`config.mk`:
```
export PLATFORM = sky130hd
export DESIGN_NAME = life_like_automaton_row_step_top
export DESIGN_NICKNAME = d
export VERILOG_FILES = /design/src/rtl/core/llrs_pkg.sv /design/src/rtl/core/llrs_window.sv /design/src/rtl/core/life_like_automaton_row_step_top.sv
export SDC_FILE = /design/constraint.sdc
export NUM_CORES = 1
export LEC_CHECK = 0
export CORE_UTILIZATION = 30
export CTS_BUF_LIST = sky130_fd_sc_hd__clkbuf_4 sky130_fd_sc_hd__clkbuf_8 sky130_fd_sc_hd__clkbuf_16
export DETAILED_ROUTE_END_ITERATION = 10
export DONT_BUFFER_PORTS = 1
export PLACE_DENSITY_LB_ADDON = 0.08
export SLEW_MARGIN = 30
export SYNTH_ARGS = -nofsm -noshare
export SYNTH_HDL_FRONTEND = slang
export SYNTH_HIERARCHICAL = 1
export SYNTH_SLANG_ARGS = --single-unit
export TNS_END_PERCENT = 30
```
`constraint.sdc`:
```
create_clock -name clk -period 4.6 [get_ports clk]
set_clock_uncertainty 0.05 [all_clocks]
set_input_delay 0.92 -clock clk [delete_from_list [all_inputs] [get_ports clk]]
set_output_delay 0.92 -clock clk [all_outputs]
set_load 0.05 [all_outputs]
```
`src/rtl/core/llrs_pkg.sv`:
```
// Shared types and constants for the life-like automaton row step block.
`timescale 1ns / 1ps

package llrs_pkg;

	localparam int unsigned MaxWidth  = 1024;
	localparam int unsigned MaskW     = 10;
	localparam int unsigned WidthW    = 11;
	localparam int unsigned ColW      = 2;
	localparam int unsigned SumW      = 4;
	localparam int unsigned RegIndexW = 2;

	localparam logic [MaskW-1:0]  AliveMaskReset = MaskW'(24);
	localparam logic [MaskW-1:0]  DeadMaskReset  = MaskW'(8);
	localparam logic [WidthW-1:0] RowWidthReset  = WidthW'(MaxWidth);
	localparam logic [WidthW-1:0] CountMax       = {WidthW{1'b1}};

	// Configuration register indexes
	typedef enum logic [RegIndexW-1:0] {
		REG_ALIVE_MASK = 2'd0,
		REG_DEAD_MASK  = 2'd1,
		REG_ROW_WIDTH  = 2'd2
	} reg_index_t;

	typedef struct packed {
		logic [MaskW-1:0]  alive_mask;
		logic [MaskW-1:0]  dead_mask;
		logic [WidthW-1:0] row_width;
	} cfg_t;

	typedef struct packed {
		logic              has_result;
		logic              next_cell;
		logic [WidthW-1:0] live_total;
		logic              row_end;
	} result_t;

endpackage

```
`src/rtl/core/llrs_window.sv`:
```
// Sliding 3x3 window, rule lookup and per-row counters.
`timescale 1ns / 1ps

module llrs_window (
	input  logic                 clk,
	input  logic                 arst_n,
	input  logic                 step,
	input  logic                 above,
	input  logic                 centre,
	input  logic                 below,
	input  llrs_pkg::cfg_t       cfg,
	output llrs_pkg::result_t    res
);

	logic [llrs_pkg::ColW-1:0]   older_sum_q;
	logic [llrs_pkg::ColW-1:0]   newer_sum_q;
	logic                        prev_centre_q;
	logic [llrs_pkg::WidthW-1:0] col_index_q;
	logic [llrs_pkg::WidthW-1:0] live_count_q;

	logic [llrs_pkg::ColW-1:0]   col_sum;
	logic [llrs_pkg::SumW-1:0]   win_sum;
	logic [llrs_pkg::MaskW-1:0]  mask;
	logic [llrs_pkg::WidthW-1:0] eff_width;
	logic                        filling;
	logic                        next_bit;
	logic                        last;
	logic [llrs_pkg::WidthW-1:0] count_next;

	// Clamp the row width into 1..MaxWidth
	always_comb begin
		if (cfg.row_width == '0) begin
			eff_width = llrs_pkg::WidthW'(1);
		end else if (cfg.row_width > llrs_pkg::WidthW'(llrs_pkg::MaxWidth)) begin
			eff_width = llrs_pkg::WidthW'(llrs_pkg::MaxWidth);
		end else begin
			eff_width = cfg.row_width;
		end
	end

	// Form the column and window sums and look up the rule
	always_comb begin
		col_sum  = llrs_pkg::ColW'({1'b0, above}) + llrs_pkg::ColW'({1'b0, centre})
			+ llrs_pkg::ColW'({1'b0, below});
		win_sum  = llrs_pkg::SumW'(older_sum_q) + llrs_pkg::SumW'(newer_sum_q)
			+ llrs_pkg::SumW'(col_sum);
		mask     = prev_centre_q ? cfg.alive_mask : cfg.dead_mask;
		next_bit = mask[win_sum];
		filling  = (col_index_q < llrs_pkg::WidthW'(2));
		last     = ({1'b0, col_index_q} >= ({1'b0, eff_width} + 12'd1));
		if (next_bit && (live_count_q != llrs_pkg::CountMax)) begin
			count_next = live_count_q + llrs_pkg::WidthW'(1);
		end else begin
			count_next = live_count_q;
		end
	end

	assign res.has_result = !filling;
	assign res.next_cell  = next_bit;
	assign res.live_total = count_next;
	assign res.row_end    = last;

	// Advance the window on each processed column, clear it at row end
	always_ff @(posedge clk or negedge arst_n) begin
		if (!arst_n) begin
			older_sum_q   <= '0;
			newer_sum_q   <= '0;
			prev_centre_q <= 1'b0;
			col_index_q   <= '0;
			live_count_q  <= '0;
		end else if (step) begin
			if (!filling && last) begin
				older_sum_q   <= '0;
				newer_sum_q   <= '0;
				prev_centre_q <= 1'b0;
				col_index_q   <= '0;
				live_count_q  <= '0;
			end else begin
				older_sum_q   <= newer_sum_q;
				newer_sum_q   <= col_sum;
				prev_centre_q <= centre;
				col_index_q   <= col_index_q + llrs_pkg::WidthW'(1);
				if (!filling) begin
					live_count_q <= count_next;
				end
			end
		end
	end

endmodule

```
`src/rtl/core/life_like_automaton_row_step_top.sv`:
```
// A column beat is held in the input register, its result in the result register.
// Throughput: one column beat per cycle unless out_stall holds a result; the two
// registers each hold one beat, and the window state updates once per column.
// The first two columns of each row fill the window and give no result.
// Reset: masks return to 24 and 8, row width to 1024; window and counters clear.
`timescale 1ns / 1ps

module life_like_automaton_row_step_top (
	input  logic                           clk,
	input  logic                           arst_n,
	input  logic                           wr_en,
	input  logic [llrs_pkg::RegIndexW-1:0] wr_index,
	input  logic [llrs_pkg::WidthW-1:0]    wr_data,
	input  logic                           in_valid,
	output logic                           in_stall,
	input  logic                           cell_above,
	input  logic                           cell_centre,
	input  logic                           cell_below,
	output logic                           out_valid,
	input  logic                           out_stall,
	output logic                           next_cell,
	output logic [llrs_pkg::WidthW-1:0]    live_total,
	output logic                           row_end
);

	llrs_pkg::cfg_t    cfg_q;
	llrs_pkg::result_t res;

	logic                        valid_s1;
	logic                        above_s1;
	logic                        centre_s1;
	logic                        below_s1;
	logic                        out_valid_q;
	logic                        next_cell_q;
	logic [llrs_pkg::WidthW-1:0] live_total_q;
	logic                        row_end_q;
	logic                        out_free;
	logic                        step;

	// Configuration writes
	always_ff @(posedge clk or negedge arst_n) begin
		if (!arst_n) begin
			cfg_q.alive_mask <= llrs_pkg::AliveMaskReset;
			cfg_q.dead_mask  <= llrs_pkg::DeadMaskReset;
			cfg_q.row_width  <= llrs_pkg::RowWidthReset;
		end else if (wr_en) begin
			unique case (llrs_pkg::reg_index_t'(wr_index))
				llrs_pkg::REG_ALIVE_MASK: cfg_q.alive_mask <= wr_data[llrs_pkg::MaskW-1:0];
				llrs_pkg::REG_DEAD_MASK:  cfg_q.dead_mask  <= wr_data[llrs_pkg::MaskW-1:0];
				llrs_pkg::REG_ROW_WIDTH:  cfg_q.row_width  <= wr_data;
				default: ;
			endcase
		end
	end

	// Handshake: the stage-1 beat leaves when it has no result or the output can take it
	assign out_free = !out_valid_q || !out_stall;
	assign step     = valid_s1 && (!res.has_result || out_free);
	assign in_stall = valid_s1 && !step;

	// Input register
	always_ff @(posedge clk or negedge arst_n) begin
		if (!arst_n) begin
			valid_s1 <= 1'b0;
		end else if (!in_stall) begin
			valid_s1 <= in_valid;
		end
	end

	always_ff @(posedge clk) begin
		if (in_valid && !in_stall) begin
			above_s1  <= cell_above;
			centre_s1 <= cell_centre;
			below_s1  <= cell_below;
		end
	end

	llrs_window u_window (
		.clk    (clk),
		.arst_n (arst_n),
		.step   (step),
		.above  (above_s1),
		.centre (centre_s1),
		.below  (below_s1),
		.cfg    (cfg_q),
		.res    (res)
	);

	// Result register: load a new beat, drop the old one once taken
	always_ff @(posedge clk or negedge arst_n) begin
		if (!arst_n) begin
			out_valid_q <= 1'b0;
		end else if (step && res.has_result) begin
			out_valid_q <= 1'b1;
		end else if (!out_stall) begin
			out_valid_q <= 1'b0;
		end
	end

	always_ff @(posedge clk) begin
		if (step && res.has_result) begin
			next_cell_q  <= res.next_cell;
			live_total_q <= res.live_total;
			row_end_q    <= res.row_end;
		end
	end

	assign out_valid  = out_valid_q;
	assign next_cell  = next_cell_q;
	assign live_total = live_total_q;
	assign row_end    = row_end_q;

endmodule
```
==> results of run 1 <==
[routing by layer]
metal / share of wire (%) / up-vias
met2: 46 / 35
met3: 3.0 / 10
met5: 0 / -
li1: - / 1304
met1: 49 / 1363
met4: 1.6 / 0
[Yosys cell counts, types with 3 or more instances]
master    count
dfrtp_1      56
nand2_1      30
mux2_2       22
nor2_1       21
inv_1        17
xnor2_1      17
edfxtp_1     16
ha_1         16
nand3_1      14
mux2_4       10
xor2_1        9
nand4_1       8
a22o_1        7
nand2b_1      7
nor3_1        7
a21oi_1       5
and3_1        4
buf_6         4
dfstp_2       4
mux2i_1       4
nor4_1        4
o211ai_1      4
a21o_1        3
a31oi_1       3
clkbuf_1      3
fa_1          3
nor4_2        3
o21ai_1       3
o221ai_1      3
[metrics by stage]
stage	setup WS, ps	utilization, %	instances	hold WS (ps)	area [um^2]
floorplan	920	-	358	422	4230
global route	229	34.3	545	207	4740
finish	510	34.3	545	232	4740
detailed placement	486	31.7	529	438	4380
global placement	461	31.7	529	431	4380
CTS	479	34.3	545	210	4740
[cell type report]
type | count | share of cell area (%)
clock buffers | 13 | 6.63
clock inverters | 3 | 0.898
inverters | 19 | 1.51
multi-input cells | 252 | 44.0
flip-flops and latches | 76 | 41.9
well taps | 180 | 4.75
repair buffers | 2 | 0.317
[final timing paths]
kind,startpoint,to,cells after the start
worst max-delay path,above_s1,live_total[7],12
worst min-delay path,arst_n,u_window/col_index_q[5],0
worst max register to register,above_s1,live_total[7],12
worst min register to register,cfg_q[22],cfg_q[22],1
max in group asynchronous,arst_n,cfg_q[25],0
min in group clk,cfg_q[22],cfg_q[22],1
[power by group through the flow]
stage,combinational (mW),clock (mW),sequential [mW]
6_report,1.32,0.817,1.26
5_1_grt,1.48,0.875,1.29
4_1_cts,1.34,0.852,1.26
3_5_place_dp,1.33,0,1.27
3_3_place_gp,1.35,0,1.27
2_1_floorplan,1.15,0,1.20
[kinds of logic (layout without fill, tap and decap cells)]
group	Yosys count	in the layout
AND/OR/NAND/NOR	123	123
flip-flops	76	76
buffers and inverters	30	37
XOR/XNOR	26	26
AO/OA/AOI/OAI	45	45
multiplexers	39	39
adder cells (fa/ha/maj)	19	19
[flip-flops by register name (all words and copies together), names as in the netlist, 2 cells and up]
name,count
cfg_q,31
live_total,11
u_window/col_index_q,11
u_window/live_count_q,11
u_window/newer_sum_q,2
u_window/older_sum_q,2
[worst max-delay path, cell delays in order (launching register included)]
cell and delay (ps):
edfxtp_1 400, fa_1 580, inv_1 60, fa_1 370
inv_1 70, ha_1 140, ha_1 360, mux4_2 550
and2_1 190, o311ai_2 500, or2_1 370, nor3_4 60
xor2_1 140
==> impl_metrics.toml, run 1 <==
[synthesis]
yosys-mux-area-fraction_pct = 12.0
synth-edff-count = 16
synth_top_family_by_area = "simple AND/OR/NAND/NOR gates"
synth_compound_area_share_pct = 8.89
synthesis.nets = 398
ys_ff_latch = 76
async_flop_share_pct = 78.9
synth-seq-area-share_pct = 46.9
postSynthCellCount = 358
yosys_warnings = 6
synth_area_mm2 = 0.00423
synthSimpleGateAreaFrac_pct = 16.8
syn_avg_cell_area_um2 = 11.8
ys_top_cells_by_area = "dfrtp_1 33%, edfxtp_1 11%, mux2_2 5.9%, ha_1 4.7%, mux2_4 3.5%"
synthAdderAreaFrac_pct = 6.15
synth_area_leader_cell = "dfrtp_1"
ys.flop_type = "dfrtp_1"
yosysTopAreaCellShare_pct = 33.1
synth_cell_types = 70
yosys.area_share.xor_xnor_pct = 5.38

[floorplanning]
pin_count = 36
rows = 43
chipWidth_um = 121
coreArea_mm2 = 0.0138
fp.dieArea_mm2 = 0.0146
die_h_um = 121
start_util_pct = 30.6

[pwr]
vdd.ir_drop.worst_mv = 0.196
p_int_mw = 2.01
power.density_mw_per_mm2 = 717
swShare_pct = 40.9
p_seq_share_pct = 37.0
p_switching_mw = 1.39
pwr-share-comb_pct = 38.9
p_leak_nw = 1.98
pwr-share-clk_pct = 24.0
p_total_mw = 3.40

[cts]
htreeDepth = 3
holdBufCountCts = 0
cts_sinks = 76
cts_root_buf = "clkbuf_16"
clk_latency_ps = 340
post_cts_buffers = 0
path_clk_slew_ps = 60
cts_tree = "done"
post_cts_resized = 0
cts_buffer_depth = 2
numCtsBuffers = 9

[route]
vias = 2712
ant_nets = 0
drt_pre_antenna_iters = 4
routed_wl_mm = 9.07
drc_errors = 0
viasPerCell = 4.98
drt_iter0_drc = 122
routedWlPerCell_um = 16.6

[grt]
busiest_layer = "met2"
grt_pass1_vias = 2791
grt_usage_pct = 13.9
use_met3_pct = 3.54
gr-usage-met2_pct = 21.3
use_met1_pct = 18.2
grt_pass1_wl_mm = 15.3
grt_remaining_overflow = 0
grt_start_max_net_pins = 61
antenna_found_initial = 0

[cells_and_area]
multi_input_area_mm2 = 0.00208
layout_common_cells = "56 x dfrtp_1, 30 x nand2_1, 22 x mux2_2"
drive_above_1_share_pct = 21.1
syn2layout_area_growth_pct = 11.9
nNetsFinal = 400
seq_area_mm2 = 0.00199
diodes = 0
final_common_cell = "dfrtp_1"
fill_cells = 1372

[timing]
fmax_mhz = 244
setup_viol = 0
drv_slew = 0
worst_pin_slew_ps = 826
finalSetupTns_ps = 0
rsz0062_at_grt = "no"
post-route-period-util_pct = 88.9
finalHoldViolations = 0
layout_min_cycle_time_ps = 4090
relSlewSlack_pct = 44.7

[place]
place.gp.congestion = 0.781
io_buffers = 0
dpl.hpwl_mm = 6.52

[critical_path]
ff2ff_setup_slack_ps = 510
crit_path_end_kind = "flip-flop"
worstSetupPathType = "flip-flop to flip-flop"
required_ps = 4630
setup.worst_path.start_class = "flip-flop"
path_max_fanout = 7
crit_arrival_ps = 4130

[run_status]
status = "complete, no violations"

[worst_hold_path]
holdCritPathClass = "primary input to async pin"

[run]
drv_cap = 0
(Power assumes the default switching activity.)
==> run 2: changes to the inputs <==
--- a/config.mk
+++ b/config.mk
@@ -9,6 +9,7 @@
 export CTS_BUF_LIST = sky130_fd_sc_hd__clkbuf_4 sky130_fd_sc_hd__clkbuf_8 sky130_fd_sc_hd__clkbuf_16
 export DETAILED_ROUTE_END_ITERATION = 10
 export DONT_BUFFER_PORTS = 1
+export MAX_ROUTING_LAYER = met4
 export PLACE_DENSITY_LB_ADDON = 0.08
 export SLEW_MARGIN = 30
 export SYNTH_ARGS = -nofsm -noshare
==> impl_metrics.toml, run 2 (same netlist as run 1, synthesis figures left out) <==
[place]
dpl.hpwl_mm = 6.52
io_buffers = 0
pre_cts_ws_ps = 486
place.gp.congestion = 0.792
dp.cells = 529

[critical_path]
setup.worst_path.start_class = "flip-flop"
max_stage_delay_ps = 580
path_depth = 12
crit_chain = "fa_1 -> inv_1 -> fa_1 -> inv_1 -> ha_1 -> ha_1 -> mux4_2 -> and2_1 -> o311ai_2 -> or2_1 -> nor3_4 -> xor2_1"
r2r_start = "above_s1"
worstSetupPathType = "flip-flop to flip-flop"
crit_buf_inv = 2
crit_path_end_kind = "flip-flop"
startpoint = "above_s1"
reg2reg_depth = 12
crit_family = "adder cells"
worst_path_max_delay_cell = "fa_1"
path_max_fanout = 7
required_ps = 4640
crit_arrival_ps = 4130
ff2ff_setup_slack_ps = 510

[cts]
clk_latency_ps = 340
post_cts_resized = 0
holdBufCountCts = 0
cts_tree = "done"
cts_buffer_depth = 2
numCtsBuffers = 9
htreeDepth = 3
post_cts_buffers = 0
path_clk_slew_ps = 60
cts_root_buf = "clkbuf_16"
cts_sinks = 76

[cells_and_area]
utilization_pct = 34.3
nNetsFinal = 400
layout_common_cells = "56 x dfrtp_1, 30 x nand2_1, 22 x mux2_2"
largest_register_ffs = 31
final_cells = 545
syn2layout_area_growth_pct = 11.9
drive_above_1_share_pct = 21.1
diodes = 0
final_common_cell = "dfrtp_1"
largest-register = "cfg_q"

[timing]
post-route-period-util_pct = 88.9
finalHoldViolations = 0
fmax_mhz = 245
worst_pin_slew_ps = 826
worst_slack_ps = 511
finalSetupTns_ps = 0
layout_min_cycle_time_ps = 4090
rsz0062_at_grt = "no"
drv_slew = 0
setup_viol = 0
relSlewSlack_pct = 44.8

[route]
drt_iter0_drc = 121
viasPerCell = 4.99
routedWlPerCell_um = 16.6
ant_nets = 0
drc_errors = 0
drt_pre_antenna_iters = 4
routed_wl_mm = 9.06
vias = 2721

[floorplanning]
die_h_um = 121
coreArea_mm2 = 0.0138
start_util_pct = 30.6
pin_count = 36
fp.dieArea_mm2 = 0.0146
chipWidth_um = 121
rows = 43

[run]
drv_cap = 0

[run_status]
status = "complete, no violations"

[worst_hold_path]
holdCritPathClass = "primary input to async pin"

[grt]
grt_remaining_overflow = 0
grt_pass1_wl_mm = 15.3
antenna_found_initial = 0
grt_start_max_net_pins = 61
grt_pass1_vias = 2791
grt_usage_pct = 14.3

[pwr]
vdd.ir_drop.worst_mv = 0.197
power.density_mw_per_mm2 = 717
p_total_mw = 3.40
p_leak_nw = 1.98
[run 2: where the power goes]
part / internal (mW) / switching [mW] / leakage [nW] / total, mW
clock network: 0.535 / 0.285 / 0.178 / 0.820
logic: 0.560 / 0.763 / 0.927 / 1.32
registers: 0.913 / 0.344 / 0.874 / 1.26
total: 2.01 / 1.39 / 1.98 / 3.40
[run 2: per-stage QoR]
stage | cell area (um^2) | hold WS, ps
detailed placement | 4380 | 438
global route | 4740 | 207
finish | 4740 | 229
CTS | 4740 | 210
floorplan | 4230 | 422
global placement | 4380 | 431
[run 2: path summary, 6_finish.rpt]
| path | end |
|---|---|
| worst max-delay path | live_total[7] |
| worst min-delay path | u_window/col_index_q[5] |
| worst max register to register | live_total[7] |
| worst min register to register | cfg_q[22] |
| max in group asynchronous | cfg_q[25] |
| min in group clk | cfg_q[22] |
[run 2: area by class of cell]
class,instances,area [um^2]
fillers,1372,9090
multi-input cells,252,2080
flip-flops and latches,76,1990
clock buffers,13,314
well taps,180,225
inverters,19,71.3
clock inverters,3,42.5
repair buffers,2,15.0
[run 2: worst reg2reg max path: stages (launching register included)]
cell and delay [ps]:
edfxtp_1 400, fa_1 580, inv_1 60, fa_1 370, inv_1 70, ha_1 140, ha_1 360, mux4_2 550
and2_1 190, o311ai_2 500, or2_1 370, nor3_4 60, xor2_1 140
[run 2: routing by layer]
layer  vias to the layer above  part of all wire [%]  GRT usage [%]
li1                       1307                     -              -
met1                      1362                    49           18.2
met2                        39                    46           21.3
met3                        13                   3.3           3.40
met4                         0                   1.8           6.64
met5                         -                     0              -
